[src/rcfs_pkg.sv]
// Shared types, opcodes, register indexes and reset constants for the
// RC control / failsafe supervisor. No dependencies.
`timescale 1ns / 1ps

package rcfs_pkg;

    localparam int unsigned CFG_IDX_W  = 3;
    localparam int unsigned CFG_DATA_W = 16;
    localparam int unsigned IDLE_W     = 17;

    // opcodes
    localparam logic [2:0] OP_CONTROL = 3'd0;
    localparam logic [2:0] OP_ARM     = 3'd1;
    localparam logic [2:0] OP_DISARM  = 3'd2;
    localparam logic [2:0] OP_TRIM    = 3'd3;
    localparam logic [2:0] OP_TICK    = 3'd4;
    localparam logic [2:0] OP_BATTERY = 3'd5;

    // ack codes
    localparam logic [1:0] ACK_NONE     = 2'd0;
    localparam logic [1:0] ACK_ARMED    = 2'd1;
    localparam logic [1:0] ACK_DISARMED = 2'd2;

    // configuration register indexes
    localparam logic [CFG_IDX_W-1:0] REG_FS_TIMEOUT   = 3'd0;
    localparam logic [CFG_IDX_W-1:0] REG_LOW_BATT     = 3'd1;
    localparam logic [CFG_IDX_W-1:0] REG_CRIT_BATT    = 3'd2;
    localparam logic [CFG_IDX_W-1:0] REG_FS_AILERON   = 3'd3;
    localparam logic [CFG_IDX_W-1:0] REG_FS_ELEVATOR  = 3'd4;

    // reset values
    localparam logic [15:0] RST_FS_TIMEOUT  = 16'd1000;
    localparam logic [9:0]  RST_LOW_BATT    = 10'd478;
    localparam logic [9:0]  RST_CRIT_BATT   = 10'd444;
    localparam logic [7:0]  RST_FS_AILERON  = 8'd90;
    localparam logic [7:0]  RST_FS_ELEVATOR = 8'd90;
    localparam logic signed [15:0] RST_SURFACE_CMD = 16'sd90;

    localparam logic [7:0]  SERVO_MAX = 8'd180;
    localparam logic [IDLE_W-1:0] IDLE_MAX = {IDLE_W{1'b1}};
    localparam logic signed [7:0] TRIM_MIN = 8'sh80;
    localparam logic signed [7:0] TRIM_MAX = 8'sh7F;

    typedef struct packed {
        logic [2:0]         opcode;
        logic signed [15:0] throttle_value;
        logic               throttle_present;
        logic signed [15:0] aileron_value;
        logic               aileron_present;
        logic signed [15:0] elevator_value;
        logic               elevator_present;
        logic [9:0]         battery_sample;
    } t_in_item;

    typedef struct packed {
        logic [7:0] throttle_out;
        logic [7:0] aileron_out;
        logic [7:0] elevator_out;
        logic       armed;
        logic [1:0] ack_code;
        logic       low_battery_alert;
        logic       failsafe_active;
        logic [9:0] battery_level;
    } t_out_item;

    typedef struct packed {
        logic [15:0] fs_timeout;
        logic [9:0]  low_batt;
        logic [9:0]  crit_batt;
        logic [7:0]  fs_aileron;
        logic [7:0]  fs_elevator;
    } t_cfg;

    // clamp a 17-bit signed value to the servo range 0..180
    function automatic logic [7:0] clamp_servo(input logic signed [16:0] v);
        if (v < 17'sd0) begin
            return 8'd0;
        end else if (v > $signed({9'd0, SERVO_MAX})) begin
            return SERVO_MAX;
        end else begin
            return v[7:0];
        end
    endfunction

    // saturate a 16-bit signed trim request to -128..127
    function automatic logic signed [7:0] sat_trim(input logic signed [15:0] v);
        if (v < -16'sd128) begin
            return TRIM_MIN;
        end else if (v > 16'sd127) begin
            return TRIM_MAX;
        end else begin
            return v[7:0];
        end
    endfunction

endpackage

[src/rcfs_cfg_regs.sv]
// Configuration register file for the supervisor.
// Depends on rcfs_pkg.
`timescale 1ns / 1ps

module rcfs_cfg_regs (
    input  logic                             i_clk,
    input  logic                             i_rst_n,
    input  logic                             i_cfg_we,
    input  logic [rcfs_pkg::CFG_IDX_W-1:0]   i_cfg_index,
    input  logic [rcfs_pkg::CFG_DATA_W-1:0]  i_cfg_wdata,
    output rcfs_pkg::t_cfg                   o_cfg
);
    import rcfs_pkg::*;

    t_cfg r_cfg;

    always_ff @(posedge i_clk) begin
        if (!i_rst_n) begin
            r_cfg.fs_timeout  <= RST_FS_TIMEOUT;
            r_cfg.low_batt    <= RST_LOW_BATT;
            r_cfg.crit_batt   <= RST_CRIT_BATT;
            r_cfg.fs_aileron  <= RST_FS_AILERON;
            r_cfg.fs_elevator <= RST_FS_ELEVATOR;
        end else if (i_cfg_we) begin
            case (i_cfg_index)
                REG_FS_TIMEOUT:  r_cfg.fs_timeout  <= i_cfg_wdata;
                REG_LOW_BATT:    r_cfg.low_batt    <= i_cfg_wdata[9:0];
                REG_CRIT_BATT:   r_cfg.crit_batt   <= i_cfg_wdata[9:0];
                REG_FS_AILERON:  r_cfg.fs_aileron  <= i_cfg_wdata[7:0];
                REG_FS_ELEVATOR: r_cfg.fs_elevator <= i_cfg_wdata[7:0];
                default: ;
            endcase
        end
    end

    assign o_cfg = r_cfg;

endmodule

[src/rcfs_engine.sv]
// Supervisor state (arm flag, commands, trims, idle counter, battery) and
// the single-pass update that turns one item into its status result.
// Depends on rcfs_pkg.
`timescale 1ns / 1ps

module rcfs_engine (
    input  logic                 i_clk,
    input  logic                 i_rst_n,
    input  logic                 i_en,
    input  rcfs_pkg::t_in_item   i_item,
    input  rcfs_pkg::t_cfg       i_cfg,
    output rcfs_pkg::t_out_item  o_result
);
    import rcfs_pkg::*;

    logic                     r_armed, n_armed;
    logic [7:0]               r_throttle, n_throttle;
    logic signed [15:0]       r_ail_cmd, n_ail_cmd;
    logic signed [15:0]       r_elv_cmd, n_elv_cmd;
    logic signed [7:0]        r_ail_trim, n_ail_trim;
    logic signed [7:0]        r_elv_trim, n_elv_trim;
    logic [IDLE_W-1:0]        r_idle, n_idle;
    logic [9:0]               r_batt, n_batt;

    logic [1:0]               w_ack;
    logic                     w_alert;
    logic                     w_fs;
    logic signed [15:0]       w_thr_req;
    logic signed [16:0]       w_ail_sum;
    logic signed [16:0]       w_elv_sum;

    always_comb begin
        n_armed    = r_armed;
        n_throttle = r_throttle;
        n_ail_cmd  = r_ail_cmd;
        n_elv_cmd  = r_elv_cmd;
        n_ail_trim = r_ail_trim;
        n_elv_trim = r_elv_trim;
        n_idle     = r_idle;
        n_batt     = r_batt;
        w_ack      = ACK_NONE;
        w_alert    = 1'b0;
        w_fs       = 1'b0;
        w_thr_req  = i_item.throttle_present ? i_item.throttle_value
                                             : $signed({8'd0, r_throttle});

        // any command restarts the idle count
        if (i_item.opcode <= OP_TRIM) begin
            n_idle = '0;
        end

        case (i_item.opcode)
            OP_CONTROL: begin
                n_throttle = r_armed ? clamp_servo({w_thr_req[15], w_thr_req}) : 8'd0;
                if (i_item.aileron_present) n_ail_cmd = i_item.aileron_value;
                if (i_item.elevator_present) n_elv_cmd = i_item.elevator_value;
            end
            OP_ARM: begin
                if (!r_armed) begin
                    n_armed = 1'b1;
                    w_ack   = ACK_ARMED;
                end
            end
            OP_DISARM: begin
                if (r_armed) begin
                    n_armed    = 1'b0;
                    n_throttle = 8'd0;
                    w_ack      = ACK_DISARMED;
                end
            end
            OP_TRIM: begin
                if (i_item.aileron_present) n_ail_trim = sat_trim(i_item.aileron_value);
                if (i_item.elevator_present) n_elv_trim = sat_trim(i_item.elevator_value);
            end
            OP_TICK: begin
                if (r_idle != IDLE_MAX) begin
                    n_idle = r_idle + IDLE_W'(1);
                end
                if (n_idle > {1'b0, i_cfg.fs_timeout}) begin
                    n_throttle = 8'd0;
                    n_ail_cmd  = $signed({8'd0, i_cfg.fs_aileron});
                    n_elv_cmd  = $signed({8'd0, i_cfg.fs_elevator});
                    n_armed    = 1'b0;
                    w_fs       = 1'b1;
                end
            end
            OP_BATTERY: begin
                n_batt = i_item.battery_sample;
                if (i_item.battery_sample < i_cfg.low_batt) begin
                    w_alert = 1'b1;
                    if (i_item.battery_sample < i_cfg.crit_batt && r_armed) begin
                        n_armed    = 1'b0;
                        n_throttle = 8'd0;
                        w_ack      = ACK_DISARMED;
                    end
                end
            end
            default: ;
        endcase
    end

    assign w_ail_sum = {n_ail_cmd[15], n_ail_cmd} + {{9{n_ail_trim[7]}}, n_ail_trim};
    assign w_elv_sum = {n_elv_cmd[15], n_elv_cmd} + {{9{n_elv_trim[7]}}, n_elv_trim};

    always_comb begin
        o_result.throttle_out      = n_armed ? n_throttle : 8'd0;
        o_result.aileron_out       = clamp_servo(w_ail_sum);
        o_result.elevator_out      = clamp_servo(w_elv_sum);
        o_result.armed             = n_armed;
        o_result.ack_code          = w_ack;
        o_result.low_battery_alert = w_alert;
        o_result.failsafe_active   = w_fs;
        o_result.battery_level     = n_batt;
    end

    always_ff @(posedge i_clk) begin
        if (!i_rst_n) begin
            r_armed    <= 1'b0;
            r_throttle <= 8'd0;
            r_ail_cmd  <= RST_SURFACE_CMD;
            r_elv_cmd  <= RST_SURFACE_CMD;
            r_ail_trim <= 8'sd0;
            r_elv_trim <= 8'sd0;
            r_idle     <= '0;
            r_batt     <= 10'd0;
        end else if (i_en) begin
            r_armed    <= n_armed;
            r_throttle <= n_throttle;
            r_ail_cmd  <= n_ail_cmd;
            r_elv_cmd  <= n_elv_cmd;
            r_ail_trim <= n_ail_trim;
            r_elv_trim <= n_elv_trim;
            r_idle     <= n_idle;
            r_batt     <= n_batt;
        end
    end

endmodule

[src/rc_control_failsafe_supervisor.sv]
// Top level of the RC control / failsafe supervisor: input register,
// result register and handshake. Depends on rcfs_pkg, rcfs_cfg_regs, rcfs_engine.
`timescale 1ns / 1ps

// Usage
//   Input channel: i_in_valid / o_in_stall carry one item (command, tick or
//   battery sample) in i_in_item. Output channel: o_out_valid / i_out_stall
//   carry exactly one status item per input item, in order.
//   Config port: i_cfg_we writes i_cfg_wdata to register i_cfg_index
//   (0 timeout, 1 low battery, 2 critical battery, 3/4 failsafe positions);
//   write only while no item is in flight.
//   An accepted item is first registered in the input register, then processed
//   into the result register; its result is valid from then on.
//   Throughput: one item per cycle when not stalled; the state update for an item
//   is a single combinational pass between the input and result registers.
//   Stall: while the result register is held, the input register holds its
//   item and o_in_stall rises once that register is full as well.
//   Reset: synchronous, active low; clears both valid bits, sets config
//   registers to their defaults and the state to disarmed, surfaces at 90,
//   zero trim, zero idle count and zero battery level.
module rc_control_failsafe_supervisor (
    input  logic                             i_clk,
    input  logic                             i_rst_n,
    input  logic                             i_in_valid,
    output logic                             o_in_stall,
    input  rcfs_pkg::t_in_item               i_in_item,
    output logic                             o_out_valid,
    input  logic                             i_out_stall,
    output rcfs_pkg::t_out_item              o_out_item,
    input  logic                             i_cfg_we,
    input  logic [rcfs_pkg::CFG_IDX_W-1:0]   i_cfg_index,
    input  logic [rcfs_pkg::CFG_DATA_W-1:0]  i_cfg_wdata
);
    import rcfs_pkg::*;

    logic       r_in_valid;
    t_in_item   r_in_item;
    logic       r_out_valid;
    t_out_item  r_out_item;

    t_cfg       w_cfg;
    t_out_item  w_result;
    logic       w_out_free;
    logic       w_process;
    logic       w_in_free;

    assign w_out_free = !r_out_valid || !i_out_stall;
    assign w_process  = r_in_valid && w_out_free;
    assign w_in_free  = !r_in_valid || w_process;

    rcfs_cfg_regs u_cfg (
        .i_clk       (i_clk),
        .i_rst_n     (i_rst_n),
        .i_cfg_we    (i_cfg_we),
        .i_cfg_index (i_cfg_index),
        .i_cfg_wdata (i_cfg_wdata),
        .o_cfg       (w_cfg)
    );

    rcfs_engine u_engine (
        .i_clk    (i_clk),
        .i_rst_n  (i_rst_n),
        .i_en     (w_process),
        .i_item   (r_in_item),
        .i_cfg    (w_cfg),
        .o_result (w_result)
    );

    always_ff @(posedge i_clk) begin
        if (!i_rst_n) begin
            r_in_valid  <= 1'b0;
            r_out_valid <= 1'b0;
        end else begin
            if (w_in_free) r_in_valid <= i_in_valid;
            if (w_out_free) r_out_valid <= w_process;
        end
    end

    always_ff @(posedge i_clk) begin
        if (w_in_free && i_in_valid) r_in_item <= i_in_item;
        if (w_process) r_out_item <= w_result;
    end

    assign o_in_stall  = !w_in_free;
    assign o_out_valid = r_out_valid;
    assign o_out_item  = r_out_item;

    // stall only when the input register really holds an item
    a_stall_needs_item: assert property (@(posedge i_clk) disable iff (!i_rst_n)
        o_in_stall |-> r_in_valid)
        else $error("input stalled with empty input register");

    // disarmed results never drive the motor
    a_disarmed_throttle: assert property (@(posedge i_clk) disable iff (!i_rst_n)
        (o_out_valid && !o_out_item.armed) |-> (o_out_item.throttle_out == 8'd0))
        else $error("throttle nonzero while disarmed");

    // ack code agrees with the arm flag it reports
    a_ack_consistent: assert property (@(posedge i_clk) disable iff (!i_rst_n)
        o_out_valid |-> ((o_out_item.ack_code == ACK_NONE)
                      || (o_out_item.ack_code == ACK_ARMED && o_out_item.armed)
                      || (o_out_item.ack_code == ACK_DISARMED && !o_out_item.armed)))
        else $error("ack code inconsistent with armed flag");

    // a processed item lands in the result register on the next edge
    a_process_lands: assert property (@(posedge i_clk) disable iff (!i_rst_n)
        w_process |=> r_out_valid)
        else $error("processed item lost");

    // failsafe always leaves the block disarmed
    a_failsafe_disarms: assert property (@(posedge i_clk) disable iff (!i_rst_n)
        (o_out_valid && o_out_item.failsafe_active) |-> !o_out_item.armed)
        else $error("failsafe result still armed");

endmodule
[config.mk]
export PLATFORM = sky130hd
export DESIGN_NAME = rc_control_failsafe_supervisor
export DESIGN_NICKNAME = d
export VERILOG_FILES = /design/src/rcfs_pkg.sv /design/src/rcfs_cfg_regs.sv /design/src/rcfs_engine.sv /design/src/rc_control_failsafe_supervisor.sv
export SDC_FILE = /design/constraint.sdc
export NUM_CORES = 1
export LEC_CHECK = 0
export BUFFER_PORTS_ARGS = -buffer_cell sky130_fd_sc_hd__clkbuf_2
export CAP_MARGIN = 5
export CORE_ASPECT_RATIO = 0.9
export CORE_MARGIN = 2
export CORE_UTILIZATION = 40
export CTS_BUF_LIST = sky130_fd_sc_hd__clkbuf_4 sky130_fd_sc_hd__clkbuf_8
export CTS_CLUSTER_SIZE = 40
export DETAILED_ROUTE_END_ITERATION = 12
export PLACE_DENSITY = 0.7
export SLEW_MARGIN = 20
export SYNTH_ARGS = -nofsm -noshare
export SYNTH_HDL_FRONTEND = slang
export SYNTH_SLANG_ARGS = --single-unit
[constraint.sdc]
create_clock -name i_clk -period 9.07 [get_ports i_clk]
set_input_delay 0 -clock i_clk [delete_from_list [all_inputs] [get_ports i_clk]]
set_output_delay 0 -clock i_clk [all_outputs]
set_load 0.05 [all_outputs]
# ---- Yosys cells after proc, flatten, opt, wreduce, memory -nomap -nowiden
# Index checks and enable logic that the tools add are counted.
dict set report totals {
  reg_bits 241
  elab_cells 119
}
dict set report op_classes {
  mux 41
  reduce_logical 18
  n_lt_le_gt_ge 14
  n_eq_ne 10
  add_sub_neg 3
}
# operator n
set op_table {}
lappend op_table {{$mux W8} 17}
lappend op_table {{$mux W16} 5}
lappend op_table {{$mux W17} 4}
lappend op_table {{$pmux W16 S2} 2}
lappend op_table {{$add A16 B8 Y17} 2}
lappend op_table {{$gt A17 B9 Y1 const B} 2}
lappend op_table {{$lt A17 B1 Y1 const B} 2}
lappend op_table {{$gt A16 B8 Y1 const B} 2}
lappend op_table {{$lt A16 B8 Y1 const B} 2}
lappend op_table {{$pmux W8 S4} 1}
lappend op_table {{$lt A10 B10 Y1} 2}
lappend op_table {{$add A17 B1 Y17 const B} 1}
lappend op_table {{$gt A17 B16 Y1} 1}
lappend op_table {{$ne A17 B17 Y1 const B} 1}
lappend op_table {{$gt A16 B9 Y1 const B} 1}
lappend op_table {{$lt A16 B1 Y1 const B} 1}
lappend op_table {{$eq A3 B2 Y1 const B} 4}
lappend op_table {{$mux W10} 1}
lappend op_table {{$reduce_and A2 Y1} 5}
lappend op_table {{$eq A3 B3 Y1 const B} 3}
lappend op_table {{$eq A3 B1 Y1 const B} 2}
lappend op_table {{$logic_not A3 Y1} 2}
lappend op_table {{$mux W1} 6}
lappend op_table {{$mux W2} 3}
lappend op_table {{other kinds (7)} 14}

# ---- Logic depth before layout (Yosys ltp)
# Gate-level depths: netlist (run 1).
dict set report logic_depth {
  word_depth 10
  mapped_depth 29
}

# ---- Modules after synthesis
# A second synthesis (run 1) with hierarchy kept.
dict set report hier_totals {
  cells_unflattened 1376
  hier_area_um2 13395.3
}
# mod seq_area_each_um2 cells_each area_per_inst_um2 n_inst
set modules_own_cells {}
lappend modules_own_cells {rcfs_engine 1681.6 1065 8134.1 1}
lappend modules_own_cells {rc_control_failsafe_supervisor 3133.0 111 3176.8 1}
lappend modules_own_cells {rcfs_cfg_regs 1041.0 200 2084.5 1}

# ---- Least setup slack after synthesis (run 1)
# Ideal clock, no wire load.
dict set report synth_timing {
  path_type {register to register}
  startpoint {reg u_engine.r_idle[6]}
  endpoint {reg r_out_item (netlist bit o_out_item[26]), data pin}
  stages_incl_launch_ff 27
  path_slack_ns 2.713
  arrival_ns 6.101
  setup_ns 0.256
  path_cell_list {dfxtp_1 and4_1 and3_1 nand4_1 nor4_1 ha_1 clkbuf_1 nor3_1 and2_1 mux2i_1 ha_1 a21oi_1 o21ai_0 a2111oi_2 o22a_1 and2_0 clkbuf_1 nor2_1 o21a_1 fa_1 a211oi_2 o21ai_1 a2111o_1 and3_2 o211a_1 o2bb2ai_2 and4b_1}
}
dict set report synth_between {
  elab_chain_cells 9
  word_cells_on_any_way 12
}
# item line
set synth_rtl {}
lappend synth_rtl {{from (decl)} rcfs_engine.sv:22} ;# logic [IDLE_W-1:0] r_idle, n_idle;
lappend synth_rtl {{from (signal assigned)} rcfs_engine.sv:133} ;# r_idle <= n_idle;
lappend synth_rtl {{$add A17 B1 Y17, or another cell as far along} rcfs_engine.sv:77} ;# n_idle = r_idle + IDLE_W'(1);
lappend synth_rtl {{$mux W17 (*)} rcfs_engine.sv:76} ;# if (r_idle != IDLE_MAX) begin
lappend synth_rtl {{$mux W17 (*)} rcfs_engine.sv:52} ;# case (i_item.opcode)
lappend synth_rtl {{$gt A17 B16 Y1 (*)} rcfs_engine.sv:79} ;# if (n_idle > {1'b0, i_cfg.fs_timeout}) begin
lappend synth_rtl {{$mux W16 (*)} rcfs_engine.sv:79}
lappend synth_rtl {{$pmux W16 S2 (*)} rcfs_engine.sv:52}
lappend synth_rtl {{net u_engine.n_ail_cmd[1]} rcfs_engine.sv:18} ;# logic signed [15:0] r_ail_cmd, n_ail_cmd;
lappend synth_rtl {{$add A16 B8 Y17 (*)} rcfs_engine.sv:102} ;# assign w_ail_sum = {n_ail_cmd[15], n_ail_cmd} + {{9{n_ail_trim[7]}}, n_ail_trim};
lappend synth_rtl {{$gt A17 B9 Y1 or $lt A17 B1 Y1 (tied branches)} {rcfs_pkg.sv:78, rcfs_pkg.sv:76}}
lappend synth_rtl {{$reduce_or A2 Y1 (no source line)} -}
lappend synth_rtl {{to (signal assigned)} rc_control_failsafe_supervisor.sv:81} ;# if (w_process) r_out_item <= w_result;
lappend synth_rtl {{to (decl)} rc_control_failsafe_supervisor.sv:39} ;# t_out_item r_out_item;
# Mark *: on every way through the listed nets, which the timed path passes. The rest lies on a longest branch. The select of a mux whose other input is x is not followed.
# A chain may end at the register's enable or synchronous reset.

# ---- Worst setup path in the final report (run 1)
dict set report layout_timing {
  startpoint {reg u_engine.r_idle[6]}
  endpoint {reg r_out_item (netlist bit o_out_item[15]), data pin}
}
dict set report layout_between {
  elab_chain_cells 9
  word_cells_on_any_way 12
}
# item line
set layout_rtl {}
lappend layout_rtl {{$add A17 B1 Y17, or another cell as far along} rcfs_engine.sv:77}
lappend layout_rtl {{$mux W17 (*)} rcfs_engine.sv:76}
lappend layout_rtl {{$mux W17 (*)} rcfs_engine.sv:52}
lappend layout_rtl {{$gt A17 B16 Y1 (*)} rcfs_engine.sv:79}
lappend layout_rtl {{$mux W16 (*)} rcfs_engine.sv:79}
lappend layout_rtl {{$pmux W16 S2 (*)} rcfs_engine.sv:52}
lappend layout_rtl {{net u_engine.n_elv_cmd[2]} rcfs_engine.sv:19} ;# logic signed [15:0] r_elv_cmd, n_elv_cmd;
lappend layout_rtl {{$add A16 B8 Y17 (*)} rcfs_engine.sv:103} ;# assign w_elv_sum = {n_elv_cmd[15], n_elv_cmd} + {{9{n_elv_trim[7]}}, n_elv_trim};
lappend layout_rtl {{$gt A17 B9 Y1 or $lt A17 B1 Y1 (tied branches)} {rcfs_pkg.sv:78, rcfs_pkg.sv:76}}
lappend layout_rtl {{$reduce_or A2 Y1 (no source line) (*)} -}
# Marks and branches as above.

==> results of run 1 <==
## metal layers
layer,share of wire (%),wire [µm]
met3,7.3,2500
met2,44,15100
met5,0.038,13
met1,47,16200
met4,1.8,604
## area by class of cell
cell class | count | share of cell area, %
Antenna cell | 3 | 0.0488
Clock buffer | 63 | 4.94
Clock inverter | 12 | 0.748
Inverter | 55 | 1.34
Multi-Input combinational cell | 1004 | 41.1
Sequential cell | 241 | 38.0
Tap cell | 409 | 3.32
Timing Repair Buffer | 226 | 10.4
## path summary, 6_finish.rpt
check / to / slack [ps]
worst max-delay path: o_out_item[15] / 1560
worst min-delay path: r_in_item[7] / 130
worst max register to register: o_out_item[15] / 1560
worst min register to register: u_engine.r_ail_cmd[15] / 450
## worst reg2reg max path: cells and delay by family (launching register included)
family                     cells  cell delay, ps
and+or+nand+nor               15            3070
AOI/OAI and AO/OA              7            2080
muxes                          1             250
adders and majority gates      3            1050
buffers and inverters          1             370
DFF                            1             410
## per-stage QoR
stage	hold WS, ps	setup WS [ps]
3_3_place_gp	177	1920
5_1_grt	123	1040
4_1_cts	97.7	1630
3_5_place_dp	179	1660
6_report	130	1560
2_1_floorplan	98.9	2710
## cell usage in the layout (no fill, tap or decap), drive strengths merged, types with 5 or more instances in the layout
master       count
nor3b            5
a21oi          100
o31ai            9
and3            14
xor2             7
o21ai           68
nor3            31
nor4            13
a21o            17
ha              68
mux2i           24
and4             7
a22oi           21
clkinv           8
nor2           135
nand2          188
or3             12
edfxtp         103
o211ai          28
and2            12
buf              6
a22o            19
o21a             9
mux2            14
o211a            7
a31oi           16
o22a             9
dlygate4sd3     92
nand2b           9
a211oi           8
nand4           13
nand3           36
nor2b           11
clkbuf         191
dfxtp          138
o2bb2ai         17
xnor2            8
or2              7
inv             57
## sequential cells by signal, indices dropped and copies added, names as in the netlist
register / cells
o_out_item: 39
o_out_valid: 1
r_in_item: 64
r_in_valid: 1
u_cfg.o_cfg: 52
u_engine.r_ail_cmd: 16
u_engine.r_ail_trim: 8
u_engine.r_armed: 1
u_engine.r_batt: 10
u_engine.r_elv_cmd: 16
u_engine.r_elv_trim: 8
u_engine.r_idle: 17
u_engine.r_throttle: 8
## kinds of logic after synthesis
kind of cell	count (synthesis)	share of synthesized area (%)
mux	38	3.16
simple gates	515	19.3
xor+xnor	15	1.04
flops	241	46.4
compound gates	366	19.5
buf+inv	111	3.44
fa+ha+maj	70	7.07
## power breakdown
group	internal, µW	total [µW]	switching [µW]
clock	595	1050	451
combinational	141	372	231
sequential	1180	1210	31.1
total	1920	2630	713
==> impl_results.md, run 1 <==
* Maximum resistive drop on vdd at 0.124 mV
* Post-CTS Setup Bufs at 0
* Gr usage total at ~21%
* Clock sink count at ~240
* CTS tree: done
* CP top delay family: simple AND/OR/NAND/NOR gates
* Critical Path Start Type: register
* Vias in the first global route at between 10000 and 15000
* Met1 Use GR at 28.8%
* Required time worst endpoint at 9380 ps
* Row cnt at between 60 and 70
* FF-to-FF Start: u_engine.r_idle[6]
* # port buffers at 128
* Hold depth at 2
* Setup Crit Path Kind: register to register
* Avg WL per Cell at about 17 µm
* R2r worst-path depth at 27
* Core Box Area at 31000 µm²
* Placed Cells at 1843
* DR iter-0 viols at 857
* Drt first pass iters at 7
* Clock Latency Late Sink at 580 ps
* Starting density of the core at between 40 and 50%
* Final min period at 7510 ps
* WP data arrival at 7820 ps
* Final Max Tran Viols at 0
* Pin count of the biggest net entering global routing at 65
* Cell Area, Synth at between 10000 and 15000 µm²
* Post-Route Setup TNS at 0 ps
* Met3 usage in global routing at under 10%
* Setup Skew at 26.5 ps
* CP startpoint: u_engine.r_idle[6]
* Clk root buf: clkbuf_8
* Worst Tran Pin Value at 1040 ps
* Initial antenna violation count at 3
* GR Overflow Total at 0
* Slew HR at 30.5%
* Routability cong. at 0.932
* Die area at 33000 µm²
* Vias/cell at about 5.5
* Status: finished clean
* Post-synth top area cell: edfxtp_1
* Period utilization at 82.8%
* CP bufs+invs at 1
* Final Hold Viols at 0
* Dpl cell area at 13600 µm²
* GRT met2 Usage at 32.4%
* Nets at 1727
* Clock H-tree levels at 2
* Hold_sp: i_in_item[7]
* Worst hold path type: input port to register
* Routed Antenna Nets at 0
* Unrepaired setup endpoints after global routing: no
* Max-cap violation count at 0
* Max FO, Critical Path at 24
* Mean Syn Cell Area at 9.30 µm²
* Pwr/cell area at 171 nW/µm²
* Total CTS buffers at 41
* Post-route insts no fill at 2013
* Reg clk slew, reported paths at 70 ps
* Fraction of layout cells with a size suffix above 1 at between 10% and 20%
* Top-area cell type share of the netlist area at 24.5%
* Post-synthesis sequential area ratio at 46.4%
* Syn nets at roughly 1500
* Max clock buf depth at 3
* DRT Wirelength at 34.4 mm
* GRT busiest layer: met2
* Area grow syn2layout at 22.1%
* Hold buffers post-CTS at 92
* DP Wirelength at 23.3 mm
* Area of the multi-input gates at 6330 µm²
* Final core occ at 49.7%
* CP Depth at 27
* Final setup violation count at 0
* Die X at 191 µm
* CP Capture Type: register
* Post-synth top cells: nand2_1, dfxtp_1, nor2_1
* Sequential Area at 5860 µm²
* Gate count of the mapped netlist at roughly 1400
* Synth warnings at 0
* DR DRC count at 0
* Number of synthesized flops with an enable pin at 103
* Worst path max stage delay at 480 ps
* Die Span Y at 172 µm
* Lkg Pwr at 0.00629 µW
* Top cells by area, synth: edfxtp_1, dfxtp_1, ha_1
* Dominant synthesized flop cell: dfxtp_1
* Overall power at 2630 µW
* Post_cts resized at 0
* Netlist cell types at 82
* Final std cell area, no fill at roughly 15000 µm²
* Fmax at 0.133 GHz
* Routed via count at 11129
* Num ports at 129
* Asr flop ratio synth at 0%
* Most common cell in the netlist: nand2_1
* First-pass GRT wire length at 54.6 mm
* Slowest stage cell, crit path: or4b_1
* Register bit total from synthesis at 241
* Filler Cell Count at around 2800
No activity file was read; power rests on OpenSTA's default activity.
==> run 2, diff against run 1 <==
--- a/config.mk
+++ b/config.mk
@@ -5,6 +5,7 @@
 export SDC_FILE = /design/constraint.sdc
 export NUM_CORES = 1
 export LEC_CHECK = 0
+export ABC_AREA = 1
 export BUFFER_PORTS_ARGS = -buffer_cell sky130_fd_sc_hd__clkbuf_2
 export CAP_MARGIN = 5
 export CORE_ASPECT_RATIO = 0.9
@@ -13,7 +14,7 @@
 export CTS_BUF_LIST = sky130_fd_sc_hd__clkbuf_4 sky130_fd_sc_hd__clkbuf_8
 export CTS_CLUSTER_SIZE = 40
 export DETAILED_ROUTE_END_ITERATION = 12
-export PLACE_DENSITY = 0.7
+export PLACE_DENSITY = 0.69
 export SLEW_MARGIN = 20
 export SYNTH_ARGS = -nofsm -noshare
 export SYNTH_HDL_FRONTEND = slang
==> constraint.sdc (replaced) <==
create_clock -name i_clk -period 7.67 [get_ports i_clk]
set_input_delay 0 -clock i_clk [delete_from_list [all_inputs] [get_ports i_clk]]
set_output_delay 0 -clock i_clk [all_outputs]
set_load 0.05 [all_outputs]
==> run 2 against run 1 <==
  * Clock power is 24% higher
  * Routed wire length is 8.8% higher
  * Core utilization is 0.38 points lower
  * Total power is 30% higher
  * Critical path depth is 8 higher
  * Clock-buffer cell count is 2 lower
  * Global-route usage hardly changed
  * Design area is 9.0% higher
  * Register-to-register slack worse by 350 ps
  * Critical path type unchanged
  * Critical endpoint is now o_out_item[30]
  * Largest cell class unchanged
  * Largest power group unchanged
  * Highest routed layer is now met4
==> impl_results.md, run 2 <==
* Hold_sp: i_cfg_we
* Setup Crit Path Kind: register to register
* Status: finished clean
* DR iter-0 viols at 818
* Cell Area, Synth at around 14000 µm²
* Routed via count at between 10000 and 15000
* Die X at roughly 200 µm
* GR Overflow Total at 0
* CP top delay family: simple AND/OR/NAND/NOR gates
* Worst path max stage delay at around 520 ps
* Final setup violation count at 0
* ANT cells at 0
* Netlist cell types at 48
* Fraction of layout cells with a size suffix above 1 at 11.8%
* Most common cell in the netlist: nand2_1
* Area grow syn2layout at 21.2%
* CP startpoint: u_engine.r_idle[0]
* WP data arrival at 6760 ps
* Initial antenna violation count at 0
* DRT Wirelength at 37.5 mm
* Pin count of the biggest net entering global routing at 101
* Clock Latency Late Sink at 580 ps
* Slew HR at 33.6%
* Routed Antenna Nets at 0
* Max FO, Critical Path at 13
* Clock H-tree levels at 2
* CP Capture Type: register
* Max clock buf depth at 3
* Num ports at 129
* CTS tree: done
* Most common cell after layout, fill and taps aside: nand2_1
* Top-area cell type share of the netlist area at 22.3%
* Most common cell on crit path: nand2_1
* Core Box Area at 34000 µm²
* Post-synth top cells: nand2_1, inv_1, nor2_1
* Maximum resistive drop on vdd at 0.150 mV
* Placed Cells at between 2000 and 2500
* Required time worst endpoint at 7980 ps
* Vias/cell at 4.95
* Lkg Pwr at 0.00822 µW
* Worst hold path type: input port to register
* Asr flop ratio synth at 0%
* Period utilization at 84.2%
* Final min period at 6460 ps
* Vias in the first global route at 12569
* FF-to-FF Start: u_engine.r_idle[0]
* Top cells by area, synth: edfxtp_1, dfxtp_1, nand2_1
* Unrepaired setup endpoints after global routing: no
* Die Span Y at 181 µm
* Starting density of the core at 40.7%
* Number of synthesized flops with an enable pin at approximately 100
* Row cnt at 64
* Routability cong. at 0.903
* Gr usage total at 20.7%
* Most frequent cells in the layout: nand2_1, inv_1, nor2_1
* DR DRC count at 0
* First-pass GRT wire length at ~62 mm
* Post-route insts no fill at 2619
* Reg clk slew, reported paths at 60 ps
* Dominant synthesized flop cell: dfxtp_1
* Post-synthesis sequential area ratio at 42.3%
* Max reg flops at 64
* Drt first pass iters at 6
* Register bit total from synthesis at 241
* CP bufs+invs at 4
* Avg WL per Cell at around 14 µm
* Post-synth top area cell: edfxtp_1
* Clock sink count at approximately 240
* Total CTS buffers at 42
* Synth warnings at 0
* Final Hold Viols at 0
* Clk root buf: clkbuf_8
* Setup Skew at 36.3 ps
* # port buffers at 128
* Mean Syn Cell Area at 7.28 µm²
* Critical Path Start Type: register
* Nets at 2281
* Die area at roughly 36000 µm²
* DP Wirelength at 25.6 mm
* Final Max Tran Viols at 0
* Fmax at roughly 0.15 GHz
* Pwr/cell area at 204 nW/µm²
* Gate count of the mapped netlist at 1903
* Largest reg by FF count: r_in_item
* Slowest stage cell, crit path: nor2_1
* Worst Tran Pin Value at 996 ps
* Post-Route Setup TNS at 0 ps
* Syn nets at 2061
* Max-cap violation count at 0
-- run 2: logic make-up (layout without fill, tap and decap cells) --
family	count (synthesis)	in the layout	synth area share [%]
compound gates	368	368	14.2
xor+xnor	10	10	0.632
fa+ha+maj	70	70	6.43
buf+inv	379	633	10.5
flops	241	241	42.3
mux	10	10	0.723
simple gates	825	825	25.2
-- run 2: per-layer routing --
layer	track usage [%]	vias to the layer above	part of all wire (%)
li1	-	6608	-
met1	27.7	5875	46
met2	33.8	386	45
met3	3.45	85	6.0
met4	7.61	0	3.1
met5	0	-	0
-- run 2: area by class of cell --
cell class | count | area [µm²]
fillers | 3386 | 17300
multi-input cells | 1283 | 6550
flip-flops and latches | 241 | 5860
repair buffers | 230 | 1650
inverters | 325 | 1220
clock buffers | 61 | 752
well taps | 462 | 578
clock inverters | 17 | 181
-- run 2: power breakdown --
| part | internal, µW | total, µW | switching, µW |
|---|---|---|---|
| clock network | 743 | 1300 | 560 |
| logic | 224 | 649 | 425 |
| registers | 1420 | 1460 | 45.0 |
| total | 2380 | 3410 | 1030 |
-- run 2: path summary, 6_finish.rpt --
path                            slack, ps            endpoint  cells after the start
worst min register to register        460  u_engine.r_idle[4]                      2
worst min-delay path                   10      u_cfg.o_cfg[5]                      4
worst max register to register       1210      o_out_item[30]                     35
worst max-delay path                 1210      o_out_item[30]                     35
-- run 2: through the flow --
step / hold slack, ps / area (µm²) / setup slack, ps / total power (µW) / util (%)
6_report: 14.2 / 16800 / 1210 / 3410 / 49.3
3_5_place_dp: 179 / 14900 / 1340 / 2090 / 43.8
5_1_grt: 86.9 / 16800 / 418 / 3600 / 49.3
4_1_cts: 1.28 / 16800 / 1270 / 3440 / 49.3
2_1_floorplan: 98.9 / 13800 / 2530 / 1920 / -
3_3_place_gp: 177 / 14900 / 1540 / 2080 / 43.8
-- run 2: repair_timing --
item / CTS / global route
hold buffers: 94 / 0
setup buffers: 0 / 0
endpoints found under the hold margin: 126 / 0
gates resized for setup: 0 / 0
-- run 2: worst min-delay path, cell delays in order --
cell and delay, ps:
clkbuf_2 90, nand3_1 270, o21ai_0 120, nor2_1 80
==> run 3, diff against run 2 <==
--- a/config.mk
+++ b/config.mk
@@ -14,7 +14,7 @@
 export CTS_BUF_LIST = sky130_fd_sc_hd__clkbuf_4 sky130_fd_sc_hd__clkbuf_8
 export CTS_CLUSTER_SIZE = 40
 export DETAILED_ROUTE_END_ITERATION = 12
-export PLACE_DENSITY = 0.69
+export PLACE_DENSITY = 0.72
 export SLEW_MARGIN = 20
 export SYNTH_ARGS = -nofsm -noshare
 export SYNTH_HDL_FRONTEND = slang
==> constraint.sdc (replaced) <==
create_clock -name i_clk -period 5.9 [get_ports i_clk]
set_input_delay 0 -clock i_clk [delete_from_list [all_inputs] [get_ports i_clk]]
set_output_delay 0 -clock i_clk [all_outputs]
set_load 0.05 [all_outputs]
==> run 3 against run 2 <==
  * Routed wire length grew 1.3%
  * Sequential power rose by 30%
  * Worst hold slack improved by 45 ps
  * Die area unchanged
  * Critical path depth unchanged
  * Via count up 2.2%
  * Clock power up 23%
  * Register-to-register slack lost 840 ps
  * Fmax grew 17%
  * Highest routed layer unchanged
  * Sequential cell count unchanged
  * Clock skew shrank 5.5 ps
  * Non-clock buffer count grew 23
==> impl_results.md, run 3 (same netlist as run 2, synthesis figures left out) <==
* Reg clk slew, reported paths at approximately 60 ps
* DR iter-0 viols at ~1000
* Avg WL per Cell at 14.4 µm
* Final Hold Viols at 0
* Max reg flops at 64
* Clock Latency Late Sink at 590 ps
* Period utilization at 93.7%
* Maximum resistive drop on vdd at 0.163 mV
* Internal at about 3000 µW
* Initial antenna violation count at 0
* DRT Wirelength at 38.0 mm
* Pin count of the biggest net entering global routing at between 70 and 80
* Worst path max stage delay at 430 ps
* Sequential power share at 43.2%
* R2r setup slk at roughly 370 ps
* Most common cell after layout, fill and taps aside: nand2_1
* Switch Pwr at 1370 µW
* # port buffers at 128
* Clk root buf: clkbuf_8
* Routability cong. at 0.888
* CTS tree: done
* Clock H-tree levels at 2
* Final setup violation count at 0
* Slowest stage cell, crit path: fa_2
* Final min period at 5530 ps
* Filler Cell Count at 3184
* Max FO, Critical Path at 8
* WP data arrival at between 5000 and 6000 ps
* GR Overflow Total at 0
* Clock power frac at 36.3%
* Core Box Area at 34000 µm²
* Clock sink count at 241
* Max-cap violation count at 0
* Crit path to: o_out_item[17]
* Sequential Area at slightly below 6000 µm²
* R2r worst-path depth at 35
* Worst hold path type: input port to register
* Fmax at 0.181 GHz
* First-pass GRT wire length at 60.9 mm
* Worst R2R End: o_out_item[17]
* Drt first pass iters at 5
* Status: finished clean
* Slew HR at between 30% and 40%
* Setup Skew at 30.8 ps
* CP startpoint: u_engine.r_idle[0]
* Largest reg by FF count: r_in_item
* Vias/cell at around 5
* Critical Path Start Type: register
* Die Span Y at 181 µm
* Post-route insts no fill at approximately 2600
* CP Capture Type: register
* Routed via count at 13236
* Final std cell area, no fill at between 15000 and 20000 µm²
* Nets at 2303
* Area of the multi-input gates at 6830 µm²
* Final Max Tran Viols at 0
* Max clock buf depth at 3
* Pwr/cell area at 256 nW/µm²
* Routed Antenna Nets at 0
* Worst Tran Pin Value at 1010 ps
* Placed Cells at 2450
* Required time worst endpoint at ~6200 ps
* Setup Crit Path Kind: register to register
* Fraction of layout cells with a size suffix above 1 at 15.5%
* Vias in the first global route at between 10000 and 15000
* Most common cell on crit path: nand2_1
* Area grow syn2layout at 24.1%
* Gr usage total at 20.3%
* Logic pwr share at 20.5%
* DP Wirelength at 25.7 mm
* Dpl cell area at 14900 µm²
* Most frequent cells in the layout: nand2_1, inv_1, nor2_1
* Lkg Pwr at 0.00830 µW
* ANT cells at 0
* Row cnt at 64
* Starting density of the core at 40.7%
* Total CTS buffers at approximately 40
* Sw frac at approximately 31%
* FF-to-FF Start: u_engine.r_idle[0]
* Final core occ at 50.5%
* Num ports at roughly 130
* Die X at 200 µm
* DR DRC count at 0
* Die area at 36100 µm²
-- run 3: changes by cell type in the layout (fill, tap and decap cells not counted), sizes merged --
cell	delta
buf	+22
inv	-2
bufinv	-1
clkinv	+3
clkinvlp	-1
clkbuf	-2
-- run 3: worst min-delay path by stage --
stage	start	end	slack [ps]	cells past startpoint
finish	i_rst_n	u_cfg.o_cfg[18]	60	3
global route	i_rst_n	u_cfg.o_cfg[44]	70	3
CTS	i_rst_n	u_cfg.o_cfg[1]	30	3
detailed placement	i_in_item[35]	r_in_item[35]	180	1
global placement	i_in_item[33]	r_in_item[33]	180	1
floorplan	i_in_item[0]	r_in_item[0]	100	0
-- run 3: metal layers --
metal,GRT usage [%],routed length (µm),vias up
met3,3.56,2330,81
met1,27.7,17500,6078
met5,0,0,-
li1,-,-,6658
met4,7.04,999,0
met2,32.6,17100,419
-- run 3: repair_timing --
item                                    CTS  global route
endpoints found under the setup margin    0            16
endpoints found under the hold margin   118             0
hold buffers                             94             0
gates resized for setup                   0            81
setup buffers                             0            20
-- run 3: cell type report --
cell class | count | share of cell area, %
timing repair buffer | 253 | 10.6
clock inverter | 16 | 0.881
tap | 462 | 3.36
clock buffer | 58 | 4.10
sequential | 241 | 34.1
multi-input combinational | 1283 | 39.8
inverter | 325 | 7.14
-- run 3: stage by stage --
stage / TNS, ps / hold WS (ps) / power (µW) / setup slack, ps
2_1_floorplan: 0 / 98.9 / 2500 / 755
5_1_grt: -152 / 67.9 / 4630 / -49.3
3_3_place_gp: 0 / 177 / 2700 / 301
4_1_cts: 0 / 30.8 / 4360 / 59.8
6_report: 0 / 59.4 / 4400 / 369
3_5_place_dp: 0 / 179 / 2720 / 112
-- run 3: worst max-delay path: cells and delay by family, from the launching register on --
family / cells / cell delay, ps
AOI/OAI and AO/OA: 2 / 150
xor gates and xnor gates: 1 / 160
adders and majority gates: 4 / 1100
buffers and inverters: 6 / 670
DFF: 1 / 370
and+or+nand+nor: 22 / 2830
-- run 3: power by group through the flow --
stage	Sequential [µW]	Combinational [µW]	Clock [µW]
floorplan	1970	535	0
global placement	1930	770	0
detailed placement	1930	784	0
CTS	1900	836	1630
global route	1910	1010	1710
finish	1900	900	1600
